==> src/rtl/sppm_pkg.sv <==
// ----------------------------------------------------------------------------
// sppm_pkg
// shared types and constants for the pixel statistics update pipeline
// ----------------------------------------------------------------------------
`default_nettype none

package sppm_pkg;

  localparam int CNT_W    = 32;  // photon count, Q16.16
  localparam int CNTX_W   = 33;  // unclamped count N' and denominator
  localparam int NEW_W    = 16;  // new photons M
  localparam int RAD_W    = 32;  // radius, Q16.16
  localparam int FLUX_W   = 40;  // flux, Q24.16
  localparam int WGT_W    = 24;  // weight, Q8.16
  localparam int ALPHA_W  = 16;  // update fraction, Q0.16
  localparam int ACC_W    = 49;  // tau + w*phi, exact
  localparam int PHI_LO_W = 20;  // low slice of phi for the split product
  localparam int PP_W     = WGT_W + PHI_LO_W;
  localparam int WP_W     = 64;  // full w*phi product
  localparam int ACC_LO_W = 25;  // low slice of the flux sum for the split product
  localparam int ACC_HI_W = ACC_W - ACC_LO_W;
  localparam int NCH      = 3;   // colour channels

  // side data that travels with a transaction down the cell chain
  typedef struct packed {
    logic                              m_zero;
    logic [CNTX_W-1:0]                 cnt;
    logic [RAD_W-1:0]                  rad;
    logic [NCH-1:0][ACC_W-1:0]         acc;
  } ctx_t;

endpackage

`default_nettype wire

==> src/rtl/sppm_sqrt_cell.sv <==
// ----------------------------------------------------------------------------
// sppm_sqrt_cell
// one digit-by-digit square root cell: produces one root bit per transaction
// ----------------------------------------------------------------------------
`default_nettype none

module sppm_sqrt_cell #(
  parameter int RB = 24
) (
  input  wire logic           clk,
  input  wire logic           rst_n,
  input  wire logic           up_valid,
  output logic                up_ready,
  input  wire sppm_pkg::ctx_t up_ctx,
  input  wire logic [2*RB-1:0] up_v,
  input  wire logic [RB+1:0]  up_rem,
  input  wire logic [RB-1:0]  up_root,
  input  wire logic [RB-1:0]  up_q,
  output logic                dn_valid,
  input  wire logic           dn_ready,
  output sppm_pkg::ctx_t      dn_ctx,
  output logic [2*RB-1:0]     dn_v,
  output logic [RB+1:0]       dn_rem,
  output logic [RB-1:0]       dn_root,
  output logic [RB-1:0]       dn_q
);

  logic              valid_r;
  sppm_pkg::ctx_t    ctx_r;
  logic [2*RB-1:0]   v_r, v_nxt;
  logic [RB+1:0]     rem_r, rem_nxt;
  logic [RB-1:0]     root_r, root_nxt;
  logic [RB-1:0]     q_r;
  logic [RB+3:0]     rem4, trial, diff;
  logic              ge;

  always_comb begin
    rem4     = {up_rem, up_v[2*RB-1 -: 2]};
    trial    = {2'b00, up_root, 2'b01};
    diff     = rem4 - trial;
    ge       = (rem4 >= trial);
    rem_nxt  = ge ? diff[RB+1:0] : rem4[RB+1:0];
    root_nxt = {up_root[RB-2:0], ge};
    v_nxt    = {up_v[2*RB-3:0], 2'b00};
  end

  assign up_ready = !valid_r || dn_ready;

  always_ff @(posedge clk) begin
    if (!rst_n) begin
      valid_r <= 1'b0;
    end else if (up_ready) begin
      valid_r <= up_valid;
    end
  end

  always_ff @(posedge clk) begin
    if (up_ready && up_valid) begin
      ctx_r  <= up_ctx;
      v_r    <= v_nxt;
      rem_r  <= rem_nxt;
      root_r <= root_nxt;
      q_r    <= up_q;
    end
  end

  assign dn_valid = valid_r;
  assign dn_ctx   = ctx_r;
  assign dn_v     = v_r;
  assign dn_rem   = rem_r;
  assign dn_root  = root_r;
  assign dn_q     = q_r;

endmodule

`default_nettype wire

==> config.mk <==
export PLATFORM = sky130hd
export DESIGN_NAME = sppm_sqrt_cell
export DESIGN_NICKNAME = d
export VERILOG_FILES = /design/src/rtl/sppm_pkg.sv /design/src/rtl/sppm_sqrt_cell.sv
export SDC_FILE = /design/constraint.sdc
export NUM_CORES = 1
export LEC_CHECK = 0
export BUFFER_PORTS_ARGS = -buffer_cell sky130_fd_sc_hd__buf_2
export CAP_MARGIN = 20
export CORE_AREA = 2 2 266 268
export DETAILED_ROUTE_END_ITERATION = 8
export DIE_AREA = 0 0 268 270
export MAX_ROUTING_LAYER = met4
export SLEW_MARGIN = 20
export SYNTH_ARGS = -nofsm -noshare
export SYNTH_HDL_FRONTEND = slang
export SYNTH_SLANG_ARGS = --single-unit
==> constraint.sdc <==
create_clock -name clk -period 20.5 [get_ports clk]
set_input_delay 1.025 -clock clk [delete_from_list [all_inputs] [get_ports clk]]
set_output_delay 1.025 -clock clk [all_outputs]
set_load 0.005 [all_outputs]
==> results.sh <==
export IMPL_relSlewSlack_pct=37.71
export IMPL_core_area_um2=69540
export IMPL_routed_wl_mm=43.78
export IMPL_setup_ws_ns=16.80
export IMPL_antenna_found_initial=28
export IMPL_ys_warn_count=0
export IMPL_area_growth_pct=49.12
export IMPL_cp_data_required_time_ns=20.80
export IMPL_drv_cap=0
export IMPL_slew_viol_final=0
export IMPL_p_leak_nw=7.477
export IMPL_clock_path_buffers=3
export IMPL_seqCellArea_um2=10020
export IMPL_fp_dieArea_um2=72360
export IMPL_clk_latency_ns=0.55
export IMPL_grt_pass1_wl_mm=59.52
export IMPL_criticalPathCategory="input pin to flop"
export IMPL_die_w_um=268
export IMPL_dpl_worst_slack_ns=16.10
export IMPL_ys_types=51
export IMPL_vias=8201
export IMPL_cp_arrival_ns=4.00
export IMPL_crit_path_end="dn_rem[5]$_DFFE_PP_"
export IMPL_path_max_fanout=14
export IMPL_drc_errors=0
export IMPL_regToRegSetupSlack_ns=17.24
export IMPL_first_global_vias=8592
export IMPL_rsz0062_at_grt="no"
export IMPL_tightest_slew_ns=0.9343
export IMPL_avgSynthCellArea_um2=20.25
export IMPL_skew_ns=0.01258
export IMPL_drive_gt1_share_pct=57.54
export IMPL_async_flop_share_pct=0
export IMPL_rows=97
export IMPL_synth_most_common_cell="edfxtp_1"
export IMPL_nFillCells=7238
export IMPL_viasPerCell=3.584
export IMPL_clkSinkCount=334
export IMPL_hpwl_mm=35.53
export IMPL_rr_endpoint="dn_ctx[118]$_DFFE_PP_"
export IMPL_peakVddDrop_mv=0.04791
export IMPL_cts_resized_gates=0
export IMPL_setup_viol=0
export IMPL_fin_nets=1667
export IMPL_ioPinCount=676
export IMPL_outcome="completed"
export IMPL_synth_edff_count=333
export IMPL_p_per_area_nw_per_um2=95.17
export IMPL_synth_top_cell_area_share_pct=84.13
export IMPL_netlist_top_cells_area="edfxtp_1, ha_1, mux2_4"
export IMPL_min_period_ns=3.704
export IMPL_cp_startpoint="up_root[7]"
export IMPL_ys_top_cells_by_count="edfxtp_1, inv_1, ha_1"
export IMPL_gp_congestion=0.9573
export IMPL_worstHoldPathType="flop to flop"
export IMPL_crit_chain="buf_2 -> inv_1 -> ha_1 -> a21oi_1 -> o21ai_0 -> o211ai_2 -> a31oi_2 -> nor2_2 -> o21ai_4 -> buf_4 -> mux2_2"
export IMPL_yosysSeqAreaShare_pct=84.29
export IMPL_track_usage_pct=11.81
export IMPL_syn_inst=587
export IMPL_multi_input_area_um2=1692
export IMPL_synth_top_cell_by_area="edfxtp_1"
export IMPL_fin_crit_sh_pct=18.07
export IMPL_root_buffer="clkbuf_16"
export IMPL_syn_area_um2=11890
export IMPL_grt_overflow=0
export IMPL_cpMaxStageDelayCell="o21ai_0"
export IMPL_first_pass_iters=5
export IMPL_crit_path_end_kind="flop"
export IMPL_ys_flop_type="edfxtp_1"
export IMPL_start_kind="input pin"
export IMPL_drt_iter0_markers=544
export IMPL_cts_tree="built"
export IMPL_die_height_um=270
export IMPL_cts_clk_slew_worst_paths_ns=0.06
export IMPL_cts_htree_levels=2
export IMPL_synth_seq_cells=334
export IMPL_grt_max_degree=86
export IMPL_max_freq_mhz=269.9
export IMPL_worst_r2r_cell_count=4
export IMPL_slowest_delay_ns=0.57
export IMPL_initial_core_util_pct=17.09
export IMPL_routedWlPerCell_um=19.14
export IMPL_antenna_left=0
export IMPL_tns_ns=0
export IMPL_reg2reg_from="dn_valid$_SDFFE_PN0N_"
export IMPL_post_cts_buffers=0
export IMPL_numCtsBuffers=40
export IMPL_hold_violations=0
export IMPL_cts_hold_buffers=0
export IMPL_numPortBuffers=673
==> metal layers <==
layer	wire [um]	vias to the layer above	global-route usage, %	part of all wire, %
met5	0	-	-	0
met4	1299	0	4.984	3.0
met3	5384	94	5.799	12
met2	21010	435	18.78	48
met1	16090	3943	12.41	37
li1	-	3729	-	-
==> state kept, by name (all words and copies together) (netlist names) <==
register,count
dn_v,46
dn_root,24
dn_rem,26
dn_ctx,213
dn_q,24
dn_valid,1
==> stage by stage <==
step	power, W	utilization (%)	area (um^2)	hold slack, ns	cells
after floorplan	0.0009155	-	11890	0.5366	588
after global placement	0.001008	23.60	16410	0.5681	2200
after detailed placement	0.001012	23.60	16410	0.6033	2200
after CTS	0.001724	25.43	17680	0.5722	2273
after global routing	0.001767	25.48	17720	0.5832	2287
final	0.001687	25.49	17720	0.6088	2288
==> cell type report <==
| cell class | instances | share of cell area (%) |
|---|---|---|
| antenna | 15 | 0.2118 |
| clock buffer | 47 | 5.796 |
| clock inverter | 26 | 1.391 |
| inverter | 31 | 0.6565 |
| multi-input combinational | 217 | 9.544 |
| sequential | 334 | 56.53 |
| tap | 940 | 6.636 |
| timing repair buffer | 678 | 19.24 |
==> cells by family (layout without fill, tap and decap cells) <==
| group | Yosys count | after routing | synth area share [%] |
|---|---|---|---|
| mux | 24 | 24 | 2.758 |
| compound gates | 73 | 73 | 4.084 |
| buf+inv | 37 | 782 | 1.526 |
| flops | 334 | 334 | 84.29 |
| fa+ha+maj | 26 | 26 | 2.737 |
| simple gates | 69 | 69 | 2.874 |
| other cells | 1 | 17 | 0.03155 |
| xor+xnor | 23 | 23 | 1.695 |
==> worst max-delay path: cells and delay by family <==
| family | cells | cell delay [ns] |
|---|---|---|
| simple gates | 1 | 0.09 |
| buf+inv | 3 | 0.54 |
| mux | 1 | 0.38 |
| compound gates | 5 | 1.59 |
| fa+ha+maj | 1 | 0.36 |
==> where the power goes <==
group	switching [W]	internal, W	leakage, nW
clock	0.000291	0.000401	0.624
sequential	0.0000117	0.000807	3.23
combinational	0.0000951	0.0000808	3.62
==> worst min path at each step <==
stage / cells after the start / end / slack [ns] / from
after CTS: 1 / dn_v[30]$_DFFE_PP_ / 0.57 / up_v[28]
after global placement: 2 / dn_valid$_SDFFE_PN0N_ / 0.57 / dn_valid$_SDFFE_PN0N_
final: 2 / dn_valid$_SDFFE_PN0N_ / 0.61 / dn_valid$_SDFFE_PN0N_
after floorplan: 2 / dn_valid$_SDFFE_PN0N_ / 0.54 / dn_valid$_SDFFE_PN0N_
after global routing: 1 / dn_ctx[129]$_DFFE_PP_ / 0.58 / up_ctx[129]
after detailed placement: 2 / dn_valid$_SDFFE_PN0N_ / 0.60 / dn_valid$_SDFFE_PN0N_
==> cell usage in the layout (no fill, tap or decap), types with 16 or more instances in the layout <==
| master | instances |
|---|---|
| inv_1 | 31 |
| mux2_4 | 16 |
| nand2_1 | 21 |
| edfxtp_1 | 333 |
| a21oi_1 | 21 |
| clkbuf_16 | 40 |
| nor2_1 | 16 |
| ha_1 | 26 |
| buf_2 | 673 |
No activity file was read; power rests on OpenSTA's default activity.
