## config.mk

```make
export PLATFORM = sky130hd
export DESIGN_NAME = sppm_div_cell
export DESIGN_NICKNAME = d
export VERILOG_FILES = /design/src/rtl/sppm_pkg.sv /design/src/rtl/sppm_div_cell.sv
export SDC_FILE = /design/constraint.sdc
export NUM_CORES = 1
export LEC_CHECK = 0
export ABC_AREA = 1
export BUFFER_PORTS_ARGS = -buffer_cell sky130_fd_sc_hd__buf_2
export CAP_MARGIN = 25
export CORE_AREA = 2 2 238 240
export DETAILED_ROUTE_END_ITERATION = 7
export DIE_AREA = 0 0 240 242
export GPL_TIMING_DRIVEN = 0
export SYNTH_ARGS = -nofsm -noshare
export SYNTH_HDL_FRONTEND = slang
export SYNTH_SLANG_ARGS = --single-unit
```

## constraint.sdc

```tcl
create_clock -name clk -period 21.3 [get_ports clk]
set_clock_uncertainty 0.15 [all_clocks]
set_input_delay 4.26 -clock clk [delete_from_list [all_inputs] [get_ports clk]]
set_output_delay 4.26 -clock clk [all_outputs]
set_load 0.02 [all_outputs]
```

## src/rtl/sppm_pkg.sv

```systemverilog
// ----------------------------------------------------------------------------
// sppm_pkg
// shared types and constants for the pixel statistics update pipeline
// ----------------------------------------------------------------------------
`default_nettype none

package sppm_pkg;

  localparam int CNT_W    = 32;  // photon count, Q16.16
  localparam int CNTX_W   = 33;  // unclamped count N' and denominator
  localparam int NEW_W    = 16;  // new photons M
  localparam int RAD_W    = 32;  // radius, Q16.16
  localparam int FLUX_W   = 40;  // flux, Q24.16
  localparam int WGT_W    = 24;  // weight, Q8.16
  localparam int ALPHA_W  = 16;  // update fraction, Q0.16
  localparam int ACC_W    = 49;  // tau + w*phi, exact
  localparam int PHI_LO_W = 20;  // low slice of phi for the split product
  localparam int PP_W     = WGT_W + PHI_LO_W;
  localparam int WP_W     = 64;  // full w*phi product
  localparam int ACC_LO_W = 25;  // low slice of the flux sum for the split product
  localparam int ACC_HI_W = ACC_W - ACC_LO_W;
  localparam int NCH      = 3;   // colour channels

  // side data that travels with a transaction down the cell chain
  typedef struct packed {
    logic                              m_zero;
    logic [CNTX_W-1:0]                 cnt;
    logic [RAD_W-1:0]                  rad;
    logic [NCH-1:0][ACC_W-1:0]         acc;
  } ctx_t;

endpackage

`default_nettype wire

```

## src/rtl/sppm_div_cell.sv

```systemverilog
// ----------------------------------------------------------------------------
// sppm_div_cell
// one restoring division cell: produces one quotient bit per transaction
// ----------------------------------------------------------------------------
`default_nettype none

module sppm_div_cell #(
  parameter int RB = 24
) (
  input  wire logic                        clk,
  input  wire logic                        rst_n,
  input  wire logic                        up_valid,
  output logic                             up_ready,
  input  wire sppm_pkg::ctx_t              up_ctx,
  input  wire logic [sppm_pkg::CNTX_W-1:0] up_rem,
  input  wire logic [sppm_pkg::CNTX_W-1:0] up_den,
  input  wire logic [RB-1:0]               up_q,
  output logic                             dn_valid,
  input  wire logic                        dn_ready,
  output sppm_pkg::ctx_t                   dn_ctx,
  output logic [sppm_pkg::CNTX_W-1:0]      dn_rem,
  output logic [sppm_pkg::CNTX_W-1:0]      dn_den,
  output logic [RB-1:0]                    dn_q
);

  logic                          valid_r;
  sppm_pkg::ctx_t                ctx_r;
  logic [sppm_pkg::CNTX_W-1:0]   rem_r, rem_nxt;
  logic [sppm_pkg::CNTX_W-1:0]   den_r;
  logic [RB-1:0]                 q_r, q_nxt;
  logic [sppm_pkg::CNTX_W:0]     rem_sh, rem_sub;
  logic                          ge;

  always_comb begin
    rem_sh  = {up_rem, 1'b0};
    rem_sub = rem_sh - {1'b0, up_den};
    ge      = (rem_sh >= {1'b0, up_den});
    rem_nxt = ge ? rem_sub[sppm_pkg::CNTX_W-1:0] : rem_sh[sppm_pkg::CNTX_W-1:0];
    q_nxt   = {up_q[RB-2:0], ge};
  end

  assign up_ready = !valid_r || dn_ready;

  always_ff @(posedge clk) begin
    if (!rst_n) begin
      valid_r <= 1'b0;
    end else if (up_ready) begin
      valid_r <= up_valid;
    end
  end

  always_ff @(posedge clk) begin
    if (up_ready && up_valid) begin
      ctx_r <= up_ctx;
      rem_r <= rem_nxt;
      den_r <= up_den;
      q_r   <= q_nxt;
    end
  end

  assign dn_valid = valid_r;
  assign dn_ctx   = ctx_r;
  assign dn_rem   = rem_r;
  assign dn_den   = den_r;
  assign dn_q     = q_r;

endmodule

`default_nettype wire

```

==> impl_metrics.csv, run 1 <==
group,metric,value,unit
power,p_sw,0.445,mW
logic_synthesis,ys_ff_latch,304,
die,io_pins,612,
hold_path,hold_path.class,"reg2reg",
logic_synthesis,yosysWarnings,0,
critical_path,cp_top_family,"buffers and inverters",
layout,drive_above_1_share,0.417,
hold_path,hold_depth,2,
die,dieArea,58100,µm²
cts,cts_buffer_depth,3,
power,comb_power_share,0.154,
logic_synthesis,synth_area,12500,µm²
critical_path,crit_required,16.89,ns
outcome,outcome,"completed",
timing,hold_viol_final,0,
power,p_seq_frac,0.445,
die,rows,87,
power,p_int,1.17,mW
hold_path,worstHoldStart,"dn_valid$_SDFFE_PN0N_",
timing,setup_viol_count_final,0,
cts,cts_setup_buffers,0,
logic_synthesis,syn-num-nets,1366,
logic_synthesis,avgSynthCellArea,12.2,µm²
timing,post-route-period-util,0.430,
critical_path,reg2regPathDepth,7,
layout,area_growth,44.2,%
layout,seq_area,9120,µm²
layout,layout_commonest_cell,"buf_2",
global_route,grt_pass1_vias,10000,
global_route,grt_antenna_before_repair,54,
timing,slew_headroom,0.669,
detailed_routing,dr_wl_met3,5660,µm
timing,fin_crit,9.17,ns
die,die_y,242,µm
timing,max_freq,109,MHz
layout,multi_input_area,2650,µm²
cts,clock_latency,0.53,ns
hold_path,min_to,"dn_valid$_SDFFE_PN0N_",
die,coreArea,55700,µm²
cts,clk_pin_slew_worst_paths,0.06,ns
critical_path,cpMaxStageDelayCell,"buf_2",
detailed_routing,wire_per_inst,22.1,µm
power,swShare,0.276,
timing,tightestPinTransition,0.493,ns
detailed_routing,wl_met1,19100,µm
logic_synthesis,ys_seq_area_frac,0.730,
timing,fin_setup_tns,0,ns
logic_synthesis,ys_types,30,
cts,ctsResizeCount,0,
global_route,grt.total_usage,0.182,
timing,rsz0062_at_grt,"false",
detailed_routing,top_layer,"met5",
cts,cts_hold_buf,0,
global_route,grt_pass1_wl,73300,µm
cts,cts_root_buf,"clkbuf_16",
critical_path,cp_common_cell,"buf_2",
timing,setup_ws,12.13,ns
logic_synthesis,postSynthCellCount,1025,
placed_design,place_congestion,0.915,
detailed_routing,drtAntennaViolNets,0,
detailed_routing,num_vias,10000,
critical_path,crit_buf_inv,3,
cts,cts-buffers-inserted,38,
die,die_w,240,µm
power,pwr-share-clk,0.401,
detailed_routing,firstDrtPassIters,5,
power,p_per_area,89.8,nW/µm²
detailed_routing,drc_errors,0,
critical_path,cp.arrival,4.76,ns
die,initial_core_util,0.224,
critical_path,worstSetupEndpointType,"primary output",
critical_path,timing.rr.end,"dn_ctx[88]$_DFFE_PP_",
layout,layout_common_cells,"buf_2, nand2_1, edfxtp_1",
cts,h-tree-depth,2,
placed_design,hpwlAfterDp,47000,µm
timing,finalMaxSlewViolations,0,
cts,cts_tree,"done",
global_route,grt_start_max_net_pins,36,
cts,clock-sinks,304,
detailed_routing,drt_iter0_markers,459,
critical_path,critPathMaxStageDelay,0.18,ns
placed_design,port_buffers,610,
layout,fillers,5786,
power,ir_drop,0.0000607,V
critical_path,cp_cell_sequence,"buf_2, inv_1, nand2_1, buf_2",
critical_path,crit-reg2reg-launch,"dn_valid$_SDFFE_PN0N_",
global_route,grt.overflow.total,0,
detailed_routing,dr_wl_met2,27400,µm
run,maxCapViolCount,0,
critical_path,critPathKind,"in2out",
placed_design,place_ws,12.13,ns
power,p_leak,8.49,nW
critical_path,rrSetupSlack,18.75,ns
detailed_routing,wl,54800,µm
critical_path,cp_max_fo,2,
detailed_routing,drt-vias-per-instance,4.04,
layout,layout.nets,2027,
critical_path,start_kind,"primary input",
worst max path at each step:
stage / cells after the start / slack [ns] / from / end
floorplan: 2 / 1.26 / up_valid / dn_ctx[0]$_DFFE_PP_
global route: 4 / 12.10 / dn_ready / up_ready
global placement: 3 / -5.04 / up_valid / dn_ctx[124]$_DFFE_PP_
finish: 4 / 12.13 / dn_ready / up_ready
detailed placement: 4 / 12.13 / dn_ready / up_ready
CTS: 4 / 12.13 / dn_ready / up_ready
cells by family after synthesis:
logic type               count (synthesis)  share of synthesized area
XOR/XNOR                                15                     0.0105
adder cells (fa/ha/maj)                 34                     0.0347
AND/OR/NAND/NOR                        460                      0.153
buffers and inverters                  185                     0.0583
flip-flops                             304                      0.730
AO/OA/AOI/OAI                           27                     0.0125
power by group through the flow:
stage | Clock [mW] | Sequential (mW) | Combinational, mW
3_5_place_dp | 0 | 0.731 | 0.253
4_1_cts | 0.672 | 0.719 | 0.253
5_1_grt | 0.695 | 0.721 | 0.274
2_1_floorplan | 0 | 0.800 | 0.0833
6_report | 0.648 | 0.718 | 0.249
3_3_place_gp | 0 | 0.759 | 0.244
worst register-to-register path, delay by kind of cell (launching register included):
kind / cells / cell delay, ns
buffers and inverters: 6 / 1.39
AO/OA/AOI/OAI: 1 / 0.35
flip-flops: 1 / 0.34
layout make-up:
type,instances,share of cell area
Antenna cell,14,0.00195
Buffer,9,0.00375
Clock buffer,41,0.0535
Clock inverter,26,0.0156
Inverter,176,0.0367
Multi-Input combinational cell,536,0.147
Sequential cell,304,0.507
Tap cell,756,0.0526
Timing Repair Buffer,621,0.182
layer usage:
layer,global-route usage,vias up
met5,0,-
met4,0.0694,12
met1,0.189,4705
li1,-,4726
met3,0.0747,149
met2,0.325,451
state kept, by name, indices dropped and copies added (netlist names):
name	count
dn_rem	33
dn_valid	1
dn_den	33
dn_ctx	213
dn_q	24
cell usage after synthesis, drive strengths merged:
cell | number | area share
clkinv | 1 | 0.00030
nand2 | 333 | 0.10
buf | 9 | 0.0054
nand4 | 4 | 0.0020
xor2 | 14 | 0.0098
ha | 33 | 0.033
a21o | 1 | 0.00060
fa | 1 | 0.0016
o21bai | 2 | 0.0012
a21boi | 1 | 0.00060
xnor2 | 1 | 0.00070
nand3 | 58 | 0.024
dfxtp | 1 | 0.0016
and2 | 7 | 0.0035
or2 | 2 | 0.0010
nor2 | 48 | 0.016
a21oi | 23 | 0.010
edfxtp | 303 | 0.73
nor3 | 8 | 0.0041
inv | 175 | 0.053
stage by stage:
step / hold WS [ns] / power [mW] / utilization / instance area [µm²] / instances
CTS: 0.409 / 1.64 / 0.322 / 18000 / 2469
global route: 0.458 / 1.69 / 0.323 / 18000 / 2476
detailed placement: 0.400 / 0.984 / 0.300 / 16700 / 2402
finish: 0.403 / 1.62 / 0.323 / 18000 / 2483
floorplan: 0.579 / 0.883 / - / 12500 / 1025
global placement: 0.349 / 1.00 / 0.296 / 16500 / 2391
Note: power is estimated with default switching activity, not from simulation.
==> run 2, diff against run 1 <==
==> constraint.sdc (replaced) <==
create_clock -name clk -period 9.3 [get_ports clk]
set_clock_uncertainty 0.15 [all_clocks]
set_input_delay 1.86 -clock clk [delete_from_list [all_inputs] [get_ports clk]]
set_output_delay 1.86 -clock clk [all_outputs]
set_load 0.02 [all_outputs]
==> impl_metrics.csv, run 2 (synthesis gave the netlist of run 1 again) <==
group,metric,value,unit
outcome,outcome,"completed",
critical_path,crit_required,7.29,ns
placed_design,place_congestion,0.948,
die,io_pins,612,
cts,cts_hold_buf,0,
global_route,grt_start_max_net_pins,31,
global_route,grt_pass1_wl,72000,µm
timing,fin_crit,4.34,ns
hold_path,hold_depth,2,
detailed_routing,drtAntennaViolNets,0,
die,rows,87,
timing,slew_headroom,0.354,
detailed_routing,wl,53400,µm
die,coreArea,55700,µm²
timing,tightestPinTransition,0.966,ns
detailed_routing,drt_iter0_markers,616,
cts,cts_root_buf,"clkbuf_16",
detailed_routing,drt-vias-per-instance,4.00,
timing,finalMaxSlewViolations,0,
critical_path,cp_max_fo,2,
cts,ctsResizeCount,0,
critical_path,reg2regPathDepth,5,
die,initial_core_util,0.224,
hold_path,worstHoldStart,"dn_valid$_SDFFE_PN0N_",
global_route,grt.overflow.total,0,
critical_path,crit_buf_inv,3,
layout,layout_common_cells,"buf_2, nand2_1, edfxtp_1",
layout,area_growth,44.0,%
global_route,grt.total_usage,0.178,
detailed_routing,num_vias,9945,
global_route,grt_antenna_before_repair,52,
die,die_y,242,µm
layout,stdcell_area,18000,µm²
critical_path,crit-reg2reg-launch,"dn_valid$_SDFFE_PN0N_",
placed_design,hpwlAfterDp,46200,µm
cts,cts_buffer_depth,3,
timing,max_freq,230,MHz
cts,cts_tree,"done",
layout,drive_above_1_share,0.412,
placed_design,placed_cells,2403,
cts,clock_latency,0.53,ns
layout,fin_cells,2484,
hold_path,hold_path.class,"reg2reg",
cts,cts_setup_buffers,0,
placed_design,dpl_cell_area,16800,µm²
placed_design,port_buffers,610,
power,p_leak,8.48,nW
critical_path,cp_cell_sequence,"buf_2, inv_1, nand2_1, buf_2",
die,dieArea,58100,µm²
cts,clk_pin_slew_worst_paths,0.06,ns
power,finalPower,3.62,mW
critical_path,cp.arrival,2.33,ns
timing,post-route-period-util,0.467,
power,p_per_area,201,nW/µm²
detailed_routing,wire_per_inst,21.5,µm
critical_path,start_kind,"primary input",
layout,layout.nets,2027,
timing,setup_viol_count_final,0,
global_route,grt_pass1_vias,9900,
critical_path,cp_common_cell,"buf_2",
critical_path,path_depth,4,
detailed_routing,firstDrtPassIters,6,
critical_path,cp-startpoint,"dn_ready",
timing,hold_viol_final,0,
critical_path,cp_top_family,"buffers and inverters",
critical_path,critPathMaxStageDelay,0.20,ns
timing,rsz0062_at_grt,"false",
detailed_routing,drc_errors,0,
run,maxCapViolCount,0,
critical_path,cpMaxStageDelayCell,"buf_2",
critical_path,critPathKind,"in2out",
layout,largest_register_ffs,213,
layout,layout_commonest_cell,"buf_2",
die,die_w,240,µm
cts,cts-buffers-inserted,37,
cts,clock-sinks,304,
cts,h-tree-depth,2,
power,ir_drop,0.000140,V
critical_path,worstSetupEndpointType,"primary output",
-- run 2: cell types whose count changed in the layout (fill, tap and decap cells not counted), sizes merged --
cell    change
clkinv      +2
diode       +1
buf         +1
inv         -6
clkbuf      +4
bufinv      -1
-- run 2: final timing paths --
path,endpoint,slack (ns)
worst max-delay path,up_ready,4.96
worst min-delay path,dn_valid$_SDFFE_PN0N_,0.42
worst max register to register,dn_ctx[205]$_DFFE_PP_,6.78
worst min register to register,dn_valid$_SDFFE_PN0N_,0.42
-- run 2: stage by stage --
stage | utilization | setup slack, ns | hold WS, ns | setup TNS [ns]
2_1_floorplan | - | 1.70 | 0.614 | 0
3_3_place_gp | 0.296 | -0.563 | 0.384 | -159.04
3_5_place_dp | 0.301 | 4.89 | 0.417 | 0
4_1_cts | 0.322 | 4.96 | 0.429 | 0
5_1_grt | 0.322 | 4.92 | 0.447 | 0
6_report | 0.323 | 4.96 | 0.420 | 0
-- run 2: layout make-up --
cell class | instances | area, µm²
fill | 5819 | 37800
clock buffer | 45 | 977
buffer | 9 | 67.6
timing repair buffer | 622 | 3340
antenna | 15 | 37.5
multi-input combinational | 536 | 2650
inverter | 176 | 661
clock inverter | 21 | 188
tap | 756 | 946
sequential | 304 | 9120
-- run 2: worst register-to-register path, stage by stage, from the launching register on --
cell and delay, ns:
dfxtp_1 0.34, a21oi_4 0.77, buf_16 0.25, buf_12 0.22, buf_12 0.22, buf_12 0.24
-- run 2: routing by layer --
metal  wire length, µm  GRT usage  vias up
met5                79          0        -
met4              1840     0.0506       12
met3              5060     0.0627      128
met2             27300      0.325      466
met1             19200      0.192     4612
li1                  -          -     4727
-- run 2: where the power goes --
| part | switching (mW) | internal (mW) | total, mW | leakage, nW |
|---|---|---|---|---|
| logic | 0.381 | 0.190 | 0.571 | 4.97 |
| registers | 0.0261 | 1.62 | 1.65 | 2.94 |
| clock network | 0.570 | 0.831 | 1.40 | 0.562 |
| total | 0.976 | 2.64 | 3.62 | 8.48 |
==> run 3, diff against run 2 <==
--- a/config.mk
+++ b/config.mk
@@ -8,9 +8,9 @@
 export ABC_AREA = 1
 export BUFFER_PORTS_ARGS = -buffer_cell sky130_fd_sc_hd__buf_2
 export CAP_MARGIN = 25
-export CORE_AREA = 2 2 238 240
+export CORE_AREA = 2 2 235 237
 export DETAILED_ROUTE_END_ITERATION = 7
-export DIE_AREA = 0 0 240 242
+export DIE_AREA = 0 0 237 239
 export GPL_TIMING_DRIVEN = 0
 export SYNTH_ARGS = -nofsm -noshare
 export SYNTH_HDL_FRONTEND = slang
==> constraint.sdc (replaced) <==
create_clock -name clk -period 3.7 [get_ports clk]
set_clock_uncertainty 0.15 [all_clocks]
set_input_delay 0.74 -clock clk [delete_from_list [all_inputs] [get_ports clk]]
set_output_delay 0.74 -clock clk [all_outputs]
set_load 0.02 [all_outputs]
==> impl_metrics.csv, run 3 (synthesis gave the netlist of run 1 again) <==
group,metric,value,unit
outcome,outcome,"completed",
global_route,grt.total_usage,0.183,
cts,cts_root_buf,"clkbuf_16",
die,io_pins,612,
global_route,grt_antenna_before_repair,59,
hold_path,hold_depth,1,
layout,largest_register_ffs,213,
critical_path,cp_max_fo,30,
timing,post-route-period-util,0.877,
placed_design,port_buffers,610,
cts,clock_latency,0.53,ns
timing,slew_headroom,0.299,
timing,setup_viol_count_final,0,
cts,ctsResizeCount,0,
cts,cts_setup_buffers,0,
detailed_routing,wire_per_inst,22.3,µm
critical_path,critPathKind,"in2reg",
critical_path,timing.rr.end,"dn_ctx[139]$_DFFE_PP_",
detailed_routing,num_vias,9994,
detailed_routing,wl,54400,µm
detailed_routing,drtAntennaViolNets,0,
timing,tightestPinTransition,1.05,ns
timing,hold_viol_final,0,
hold_path,hold_path.class,"in2reg",
layout,fillers,5588,
cts,cts-buffers-inserted,38,
detailed_routing,firstDrtPassIters,5,
die,die_w,237,µm
timing,max_freq,308,MHz
global_route,grt_use_met3,0.0811,
layout,layout_common_cells,"buf_2, nand2_1, edfxtp_1",
die,rows,86,
power,p_leak,8.52,nW
critical_path,crit-reg2reg-launch,"dn_valid$_SDFFE_PN0N_",
global_route,met2_usage,0.325,
timing,setup_ws,0.454,ns
layout,layout.nets,2027,
placed_design,placed_cells,2350,
critical_path,worstSetupEndpointType,"register",
global_route,busiest_layer,"met2",
layout,drive_above_1_share,0.417,
global_route,grt_pass1_vias,9735,
hold_path,min_to,"dn_ctx[202]$_DFFE_PP_",
run,maxCapViolCount,0,
power,p_per_area,519,nW/µm²
cts,cts_tree,"done",
critical_path,crit_required,3.80,ns
timing,finalMaxSlewViolations,0,
power,ir_drop,0.000300,V
cts,cts_hold_buf,0,
cts,clk_pin_slew_worst_paths,0.06,ns
placed_design,place_congestion,0.889,
timing,fin_crit,3.25,ns
timing,whs,0.220,ns
timing,rsz0062_at_grt,"false",
layout,area_growth,44.0,%
critical_path,start_kind,"primary input",
critical_path,reg2regPathDepth,8,
global_route,grt.overflow.total,0,
die,dieArea,56600,µm²
layout,post-route-util,0.331,
global_route,grt_pass1_wl,71700,µm
power,finalPower,9.33,mW
detailed_routing,drt_iter0_markers,474,
global_route,gr-usage-met1,0.195,
die,die_y,239,µm
detailed_routing,drc_errors,0,
cts,h-tree-depth,2,
critical_path,rrSetupSlack,0.47,ns
layout,fin_cells,2434,
layout,layout_commonest_cell,"buf_2",
placed_design,hpwlAfterDp,46500,µm
die,coreArea,54300,µm²
detailed_routing,drt-vias-per-instance,4.11,
cts,cts_buffer_depth,3,
cts,clock-sinks,304,
die,initial_core_util,0.230,
global_route,grt_start_max_net_pins,34,
hold_path,worstHoldStart,"up_ctx[202]",
placed_design,place_ws,-0.0981,ns
critical_path,cp.arrival,3.35,ns
## run 3: where the power goes
part           total, mW  leakage, nW  internal [mW]  switching, mW
registers           4.14         2.94           4.07         0.0640
logic               1.43         4.95          0.472          0.961
clock network       3.76        0.622           2.24           1.52
## run 3: cell type report
type,instances,area [µm²],share of cell area
inverter,176,668,0.0372
sequential,304,9120,0.507
multi-input combinational,536,2650,0.147
clock buffer,44,995,0.0553
clock inverter,26,267,0.0148
tap,704,881,0.0490
buffer,9,67.6,0.00376
timing repair buffer,621,3300,0.183
antenna,14,35.0,0.00195
## run 3: layer usage
layer | routed length [µm] | vias up
met5 | 151 | -
met4 | 1980 | 24
met3 | 5410 | 147
met2 | 27200 | 447
met1 | 19700 | 4644
li1 | - | 4732
## run 3: critical path: stages
cell     delay (ns)
buf_2          0.13
inv_8          0.04
a21oi_4        0.81
buf_12         0.30
buf_12         0.23
buf_12         0.23
buf_16         0.20
buf_12         0.21
buf_12         0.22
buf_16         0.18
## run 3: per-stage QoR
stage | setup TNS (ns) | cell area [µm²]
final | 0 | 18000
after global routing | 0 | 18000
after CTS | 0 | 17900
after detailed placement | -1.85 | 16700
after global placement | -1458.15 | 16400
after floorplan | -789.65 | 12500
## run 3: worst max path at each step
stage	start	endpoint	slack, ns	cells after the start
final	dn_ready	dn_ctx[139]$_DFFE_PP_	0.45	10
after global routing	dn_valid$_SDFFE_PN0N_	dn_ctx[16]$_DFFE_PP_	0.31	8
after CTS	dn_valid$_SDFFE_PN0N_	dn_ctx[139]$_DFFE_PP_	0.45	8
after detailed placement	dn_ready	dn_ctx[139]$_DFFE_PP_	-0.1	10
after global placement	dn_ready	dn_ctx[139]$_DFFE_PP_	-4.85	3
after floorplan	dn_ready	dn_ctx[0]$_DFFE_PP_	-2.61	2
